[src/design/scp_ram.sv]
// ----------------------------------------------------------------------------
// scp_ram: generic simple dual-port RAM
// One write port, one read port, read data registered.
// ----------------------------------------------------------------------------
`timescale 1ns / 1ps
`default_nettype none

module scp_ram #(
  parameter int WIDTH = 8,
  parameter int DEPTH = 16
) (
  input  wire logic                     clk_i,
  input  wire logic                     we_i,
  input  wire logic [$clog2(DEPTH)-1:0] waddr_i,
  input  wire logic [WIDTH-1:0]         wdata_i,
  input  wire logic                     re_i,
  input  wire logic [$clog2(DEPTH)-1:0] raddr_i,
  output logic      [WIDTH-1:0]         rdata_o
);

  logic [WIDTH-1:0] mem_q [DEPTH];

  // Write port
  always_ff @(posedge clk_i) begin
    if (we_i) begin
      mem_q[waddr_i] <= wdata_i;
    end
  end

  // Registered read port
  always_ff @(posedge clk_i) begin
    if (re_i) begin
      rdata_o <= mem_q[raddr_i];
    end
  end

endmodule

`default_nettype wire
[config.mk]
export PLATFORM = sky130hd
export DESIGN_NAME = scp_ram
export DESIGN_NICKNAME = d
export VERILOG_FILES = /design/src/design/scp_ram.sv
export SDC_FILE = /design/constraint.sdc
export NUM_CORES = 1
export LEC_CHECK = 0
export BUFFER_PORTS_ARGS = -buffer_cell sky130_fd_sc_hd__buf_2
export CAP_MARGIN = 15
export CORE_MARGIN = 10
export CORE_UTILIZATION = 60
export DETAILED_ROUTE_END_ITERATION = 10
export HOLD_SLACK_MARGIN = 0.12
export PLACE_DENSITY_LB_ADDON = 0.3
export SETUP_SLACK_MARGIN = 0.1
export SYNTH_ARGS = -nofsm -noshare
export SYNTH_HDL_FRONTEND = slang
export SYNTH_SLANG_ARGS = --single-unit
export TNS_END_PERCENT = 20
[constraint.sdc]
create_clock -name clk_i -period 2.38 [get_ports clk_i]
set_clock_uncertainty 0.15 [all_clocks]
set_input_delay 0.476 -clock clk_i [delete_from_list [all_inputs] [get_ports clk_i]]
set_output_delay 0.476 -clock clk_i [all_outputs]
set_load 0.02 [all_outputs]
# Word level (Yosys, flattened, before mapping)
# Memory sizes are Yosys's and may differ from the RTL's. A register that Yosys moved wholly into a read port is not among the register bits.
# Index checks and enable logic that the tools add are counted.
# totals
ff_bits	0
ram_bits	128
in_bits	19
output_inout_bits	8
elab_cells	3
n_memories	1
# op_classes
n_mux	2
# mem_list
memory	depth	width	rd	rd_ports_with_merged_regs	wr	line	text
mem_q	16	8	1	1	1	21	logic [WIDTH-1:0] mem_q [DEPTH];
# ops
op	n
$mux W1	2

# Longest topological paths before layout
# Gate-level depths: netlist (run 1).
# depth
ltp_word	2
depth_mapped	5
depth_no_buf	3

# Worst setup path after synthesis (run 1)
# No wires, ideal clock.
# synth_path
path_type	input to register
startpoint	input port waddr_i[2]
endpoint	memory mem_q[0][0], enable pin
arrival_time_ps	1586
required_time_ps	1847
slack_ps	261
path_stages	2
n_path_buf	0
cell_sequence	or3b_2 nor3_1
# synth_lines
item	line	text
start, declared	14	input wire logic [$clog2(DEPTH)-1:0] waddr_i,
end, declared	21	
# Straight into the memory's write port.

==> flow_summary.ini, run 1 <==
[run_status]
status = finished clean

[global_routing]
grt_pass1_wl_um = 14900
grt_max_degree = 33
grt_pass1_vias = 2687
antenna_found_initial = 0
grt-ovfl-total = 0
grt_usage_pct = 15.6

[route]
dr.pass1.iters = 4
vias = 2497
drc = 0
route.detailed.wl_per_inst_um = 23.6
vias_per_cell = 6.17
met3RoutedLength_um = 545
top_layer = met4
ant_nets = 0
wl_um = 9550
wl_met1_um = 4100
drt-initial-drc-count = 151
dr_wl_met2_um = 4750

[final_layout]
fillCellCount = 465
area_delta_synth_final_pct = 18.6
final_cell_count_no_fill = 405
n_antenna_cell = 0
drive_above_1_share_pct = 33.0
nets = 306
utilization_pct = 74.4

[setup_path]
slowest_delay_ns = 0.59
end_kind = flip-flop
path_cells = buf_2 -> buf_12 -> mux4_1 -> a22oi_1 -> nand2_1
cp_num_buf_inv = 2
worst-setup-path-type = input pin to flip-flop
worstPathMaxFanout = 19
arrival_ns = 1.88
crit_required_ns = 2.48
setup.worst_path.start_class = input pin
cp_top_family = multiplexers
crit_slowest_cell = mux4_1

[logic_synthesis]
synth_fa_ha_area_share_pct = 0
synth-simple-area-share_pct = 3.14
synth-seq-cells = 136
syn-num-nets = 248
netlist.area_leader.share_pct = 78.1
synth_mux_area_share_pct = 14.8
seq_area_frac_synth_pct = 78.1
syn_inst = 229
yosysWarnings = 0
syn_area_per_cell_um2 = 22.8
synth_compound_area_share_pct = 2.30
synth-xor-area-share_pct = 0
synth_top_area_cell = edfxtp_1
syn_area_mm2 = 0.00523
ys_types = 18
synth_top_family_by_area = multiplexers
synthTopCellsByArea = edfxtp_1 (78%), mux4_2 (7.8%), mux4_1 (7.0%)

[sta]
finalHoldViolCount = 0
fin_crit_sh_pct = 74.5
timing.hold.ws_ns = 0.160
slew_violations = 0
slew_headroom_pct = 74.7
period_needed_ns = 1.77
rsz0062_at_grt = no
setup_viol = 0
setup-tns-final_ns = 0
worst_pin_slew_ns = 0.380
max_freq_mhz = 564

[hold_path]
hold_path.class = input pin to flip-flop

[clock_tree]
cts_buffers = 17
clock-sinks = 136
cts_resized = 0
cts_root_buf = clkbuf_8
post-cts-setup-buffers = 0
tritoncts = yes
postCtsHoldBufs = 0
clkTransAtPathRegs_ns = 0.06
clock_latency_ns = 0.51
htree_levels = 4
cts_buffer_depth = 2

[pwr]
power_mw = 5.53
pwr-share-clk_pct = 46.2
pwr-share-comb_pct = 4.8
p_leak_nw = 2.12
power.density_mw_per_mm2 = 892
pwr-share-seq_pct = 49.0
p_sw_mw = 1.13
irDropWorstVdd_mv = 0.746
p_int_mw = 4.40
swShare_pct = 20.4

[floorplan]
placement_rows = 33
design.core.area_mm2 = 0.00834
fp.dieW_um = 113
die_area_mm2 = 0.0128
boundaryPins = 27
fp.dieH_um = 113
start_util_pct = 62.7

[flow_run]
maxCapViolations = 0

[place]
portBuffers = 26
dp.final_hpwl_um = 5920
gp_congestion = 0.772
placedCellCount = 373
==> power groups by stage <==
| stage | combinational (mW) | sequential [mW] | clock [mW] |
|---|---|---|---|
| after detailed placement | 0.264 | 2.76 | 0 |
| after global placement | 0.256 | 2.76 | 0 |
| after floorplan | 0.136 | 2.77 | 0 |
| final | 0.265 | 2.71 | 2.56 |
| after CTS | 0.267 | 2.71 | 2.59 |
| after global routing | 0.285 | 2.71 | 2.71 |
==> layout make-up <==
type / count / area (µm²) / share of cell area (%)
tap: 105 / 131 / 2.12
clock inverter: 15 / 175 / 2.82
multi-input combinational: 83 / 1060 / 17.0
sequential: 136 / 4080 / 65.8
clock buffer: 17 / 414 / 6.68
timing repair buffer: 49 / 340 / 5.49
==> layer usage <==
layer,vias to the layer above,track usage (%)
met1,1287,19.5
met4,0,7.53
li1,1094,-
met5,-,0
met2,101,24.9
met3,15,3.96
==> flip-flops by register name (all words and copies together), names as in the netlist <==
signal   count
mem_q      128
rdata_o      8
==> cells in the mapped netlist <==
cell / number
buf_4: 1
or3b_2: 1
mux4_2: 18
and2b_1: 1
nand2_1: 9
nand3_1: 1
nand2b_1: 2
a22oi_1: 16
nand3b_1: 2
edfxtp_1: 136
nor3_1: 4
mux4_1: 14
nor2_1: 13
buf_6: 3
and2_1: 1
nor2b_1: 1
clkdlybuf4s25_2: 3
buf_2: 3
==> worst reg2reg max path, stage by stage, from the launching register on <==
cell and delay, ns:
edfxtp_1 0.38, mux4_1 0.53, a22oi_1 0.37, nand2_1 0.09
==> worst paths after layout <==
check	startpoint	end	slack, ns	cells past startpoint
worst min-delay path	re_i	rdata_o[0]	0.16	1
worst max register to register	mem_q[1][5]	rdata_o[5]	0.61	3
worst max-delay path	raddr_i[0]	rdata_o[5]	0.61	5
worst min register to register	mem_q[12][4]	rdata_o[4]	0.60	3
==> layout by cell type, fill, tap and decap left out, types with 4 or more instances in the layout <==
| cell | count |
|---|---|
| nor3_1 | 4 |
| nand2_1 | 9 |
| clkinvlp_4 | 6 |
| clkbuf_16 | 16 |
| mux4_2 | 18 |
| mux4_1 | 14 |
| edfxtp_1 | 136 |
| a22oi_1 | 16 |
| buf_4 | 20 |
| buf_2 | 26 |
| nor2_1 | 13 |
==> cell families (layout without fill, tap and decap cells) <==
family                 Yosys count  in the layout
flip-flops                     136            136
AND/OR/NAND/NOR                 35             35
multiplexers                    32             32
AO/OA/AOI/OAI                   16             16
buffers and inverters           10             81
==> metrics by stage <==
stage,setup slack [ns],instance area (µm²)
after global placement,0.221,5610
after CTS,0.645,6200
final,0.606,6200
after global routing,0.613,6200
after floorplan,0.261,5230
after detailed placement,0.182,5610
No activity file was read; power rests on OpenSTA's default activity.
==> inputs of run 2 (changes only) <==
Settings changed: CORE_UTILIZATION 60 to 54.
Clock period 2.38 ns to 1.55 ns, I/O delays scaled along.
==> flow_summary.ini, run 2 (synthesis results as in run 1) <==
[run_status]
status = finished, violations left
violations = negative setup slack

[hold_path]
hold_start = waddr_i[1]
hold_path.class = input pin to flip-flop
min_path_cells = 3
min_to = mem_q[0][0]

[setup_path]
crit_required_ns = 1.68
reg2reg_slack_ns = -0.03
crit_start = mem_q[1][3]
worst-setup-path-type = flip-flop to flip-flop
regToRegEndpoint = rdata_o[3]
end_kind = flip-flop
setup.worst_path.start_class = flip-flop
arrival_ns = 1.70
timing.rr.start = mem_q[1][3]
worstPathMaxFanout = 1
r2r_cells = 3

[clock_tree]
cts_buffers = 17
clock_latency_ns = 0.52
cts_root_buf = clkbuf_8
cts_buffer_depth = 2
tritoncts = yes
htree_levels = 4
clkTransAtPathRegs_ns = 0.06
clock-sinks = 136
post-cts-setup-buffers = 0

[place]
dp.final_hpwl_um = 6160
gp_congestion = 0.769
place_area_mm2 = 0.00569
portBuffers = 26

[sta]
worst_pin_slew_ns = 0.862
fin_ws_ns = -0.0289
period_needed_ns = 1.58
fin_crit_sh_pct = 102
timing.hold.ws_ns = 0.168
setup_viol = 4
max_freq_mhz = 633
slew_violations = 0
slew_headroom_pct = 42.4
finalHoldViolCount = 0
setup-tns-final_ns = -0.0727
rsz0062_at_grt = yes

[floorplan]
die_area_mm2 = 0.0140
fp.dieW_um = 118
design.core.area_mm2 = 0.00933
fp.dieH_um = 118
start_util_pct = 56.0
placement_rows = 35
boundaryPins = 27

[final_layout]
layout_common_cells = edfxtp_1 (136), mux4_2 (32), buf_2 (20), clkbuf_16 (16), buf_4 (16)
top_regs = mem_q x128, rdata_o x8
largest_reg_flops = 128
fillCellCount = 571
top_register = mem_q
nets = 316
utilization_pct = 69.3
drive_above_1_share_pct = 40.3
n_antenna_cell = 0
mostFrequentLayoutCell = edfxtp_1
area_delta_synth_final_pct = 23.7
design_area_mm2 = 0.00647

[pwr]
power.density_mw_per_mm2 = 1360
irDropWorstVdd_mv = 0.868
p_leak_nw = 2.15

[route]
vias_per_cell = 5.71
route.detailed.wl_per_inst_um = 22.4
drc = 0
drt-initial-drc-count = 256
dr.pass1.iters = 4
ant_nets = 0
wl_um = 9860
vias = 2508

[global_routing]
antenna_found_initial = 0
grt_max_degree = 22
grt-ovfl-total = 0
grt_pass1_vias = 2700
grt_usage_pct = 15.3
grt_pass1_wl_um = 15800

[flow_run]
maxCapViolations = 0
-- run 2: layout make-up --
class	instances	area, µm²	share of cell area (%)
clock buffers	19	422	6.52
clock inverters	13	195	3.02
multi-input cells	83	1070	16.5
flip-flops and latches	136	4080	63.2
well taps	129	161	2.50
repair buffers	59	538	8.32
-- run 2: stage by stage --
stage	setup slack [ns]	total power, mW	cells
3_5_place_dp	-0.527	4.68	398
6_report	-0.0289	8.79	439
3_3_place_gp	-0.497	4.66	398
4_1_cts	-0.0441	8.84	439
5_1_grt	-0.0563	9.08	439
2_1_floorplan	-0.110	4.49	229
-- run 2: routing by layer --
metal | vias up | global-route usage (%) | share of wire (%)
met2 | 120 | 22.8 | 49
li1 | 1106 | - | -
met3 | 13 | 5.47 | 8.4
met1 | 1269 | 20.4 | 41
met4 | 0 | 5.65 | 1.8
met5 | - | 0 | 0
-- run 2: worst max-delay path: stages (launching register included) --
cell and delay [ns]:
edfxtp_1 0.38, mux4_2 0.48, a22oi_2 0.24, nand2_1 0.08
-- run 2: report_power, final --
part           internal [mW]  switching [mW]  leakage (nW)
Sequential              4.14          0.0262          1.24
Combinational          0.223           0.251         0.627
Clock                   2.63            1.51         0.290
-- run 2: what timing repair did --
item                                    4_1_cts  5_1_grt
hold buffers                                  9        0
pin swaps                                     6        3
gates resized for setup                      19        3
hold endpoints to repair                    136        0
endpoints found under the setup margin       16       16
-- run 2: worst max-delay path by stage --
stage,to,depth (start not counted)
after detailed placement,rdata_o[3],5
after global placement,rdata_o[3],5
after global routing,rdata_o[3],3
after floorplan,rdata_o[1],5
after CTS,rdata_o[4],1
final,rdata_o[3],3
==> inputs of run 3 (changes only) <==
Settings changed: CORE_UTILIZATION 54 to 55, PLACE_DENSITY set to 0.83, PLACE_DENSITY_LB_ADDON 0.3 to not set.
Clock period 1.55 ns to 1.8 ns, I/O delays scaled along.
==> flow_summary.ini, run 3 (synthesis results as in run 1) <==
[final_layout]
final_cell_count_no_fill = 436
largest_reg_flops = 128
area_delta_synth_final_pct = 20.3
drive_above_1_share_pct = 35.8
top_regs = mem_q x128, rdata_o x8
nets = 313
n_antenna_cell = 0
layout_common_cells = edfxtp_1 (136), mux4_2 (28), buf_2 (26), buf_4 (17), clkbuf_16 (16)
top_register = mem_q
mostFrequentLayoutCell = edfxtp_1

[sta]
rsz0062_at_grt = yes
finalHoldViolCount = 0
period_needed_ns = 1.69
fin_crit_sh_pct = 93.6
setup_viol = 0
fin_ws_ns = 0.115
max_freq_mhz = 593
slew_headroom_pct = 43.7
slew_violations = 0
worst_pin_slew_ns = 0.842
timing.hold.ws_ns = 0.274

[setup_path]
r2r_cells = 3
arrival_ns = 1.79
crit_start = mem_q[3][1]
crit_cells = 3
path_cells = mux4_2 -> a22oi_1 -> nand2_1
setup.worst_path.start_class = flip-flop
end_kind = flip-flop
slowest_delay_ns = 0.50
timing.rr.start = mem_q[3][1]
worst-setup-path-type = flip-flop to flip-flop
worstPathMaxFanout = 1
cp_top_family = multiplexers
cp_num_buf_inv = 0
crit_required_ns = 1.90
crit_slowest_cell = mux4_2

[hold_path]
min_path_cells = 3
hold_path.class = input pin to flip-flop
hold_start = waddr_i[1]

[pwr]
power_mw = 7.30
irDropWorstVdd_mv = 0.812
p_leak_nw = 2.11
power.density_mw_per_mm2 = 1160

[global_routing]
grt-ovfl-total = 0
grt_max_degree = 22
grt_usage_pct = 16.7
grt_pass1_vias = 2727
antenna_found_initial = 0
grt_pass1_wl_um = 17000

[route]
dr.pass1.iters = 4
ant_nets = 0
drt-initial-drc-count = 232
route.detailed.wl_per_inst_um = 25.3
vias = 2554
vias_per_cell = 5.86
drc = 0
wl_um = 11000

[floorplan]
start_util_pct = 56.6
placement_rows = 35
fp.dieH_um = 117
die_area_mm2 = 0.0138
design.core.area_mm2 = 0.00924
fp.dieW_um = 117
boundaryPins = 27

[place]
portBuffers = 26
gp_congestion = 0.785
placedCellCount = 395
dp.final_hpwl_um = 6420
dpl_worst_slack_ns = -0.288

[flow_run]
maxCapViolations = 0

[clock_tree]
clkTransAtPathRegs_ns = 0.07
cts_buffer_depth = 2
htree_levels = 4
post-cts-setup-buffers = 0
cts_buffers = 17
cts_root_buf = clkbuf_8
clock_latency_ns = 0.51
clock-sinks = 136
tritoncts = yes

[run_status]
status = finished clean
==> run 3: changes by cell type in the layout (fill, tap and decap cells not counted), moves of 2 or more <==
cell,previous run,this run
a22oi_1,8,14
a22oi_2,8,2
buf_12,8,4
buf_2,20,26
buf_6,6,0
bufinv_16,4,2
clkbuf_1,2,0
inv_6,3,6
mux4_1,0,4
mux4_2,32,28
nor2_1,10,13
nor2_2,3,0
==> run 3: per-layer routing <==
metal	vias to the layer above	GRT usage (%)	wire, µm
li1	1105	-	-
met1	1285	19.8	3940
met2	147	27.4	5760
met3	17	4.75	1030
met4	0	8.19	314
met5	-	0	0
==> run 3: timing repair <==
action                     in CTS  in global routing
hold endpoints to repair      136                  0
hold buffers                    9                  0
setup endpoints to repair       1                  3
gates resized for setup         1                  1
==> run 3: power breakdown <==
| part | leakage [nW] | switching [mW] | internal, mW |
|---|---|---|---|
| clock network | 0.278 | 1.33 | 2.00 |
| registers | 1.24 | 0.0245 | 3.57 |
| logic | 0.600 | 0.214 | 0.165 |
| total | 2.11 | 1.57 | 5.73 |
==> run 3: worst paths after layout <==
path                 end  slack (ns)
max           rdata_o[1]        0.11
min          mem_q[0][2]        0.27
max reg2reg   rdata_o[1]        0.11
min reg2reg   rdata_o[7]        0.61
==> run 3: tightest hold or removal path: stages <==
cell and delay (ns):
buf_2 0.15, nor3_2 0.07, buf_4 0.17
==> run 3: layout make-up <==
cell class	count	area [µm²]
multi-input combinational	83	1030
clock inverter	15	166
sequential	136	4080
clock buffer	17	414
timing repair buffer	56	428
tap	129	161
fill	547	2950
==> run 3: metrics by stage <==
step	instance area (µm²)	util (%)	TNS, ns
2_1_floorplan	5230	-	0
3_3_place_gp	5610	60.7	-1.40
3_5_place_dp	5610	60.7	-1.71
4_1_cts	6280	68.0	0
5_1_grt	6290	68.1	0
6_report	6290	68.1	0
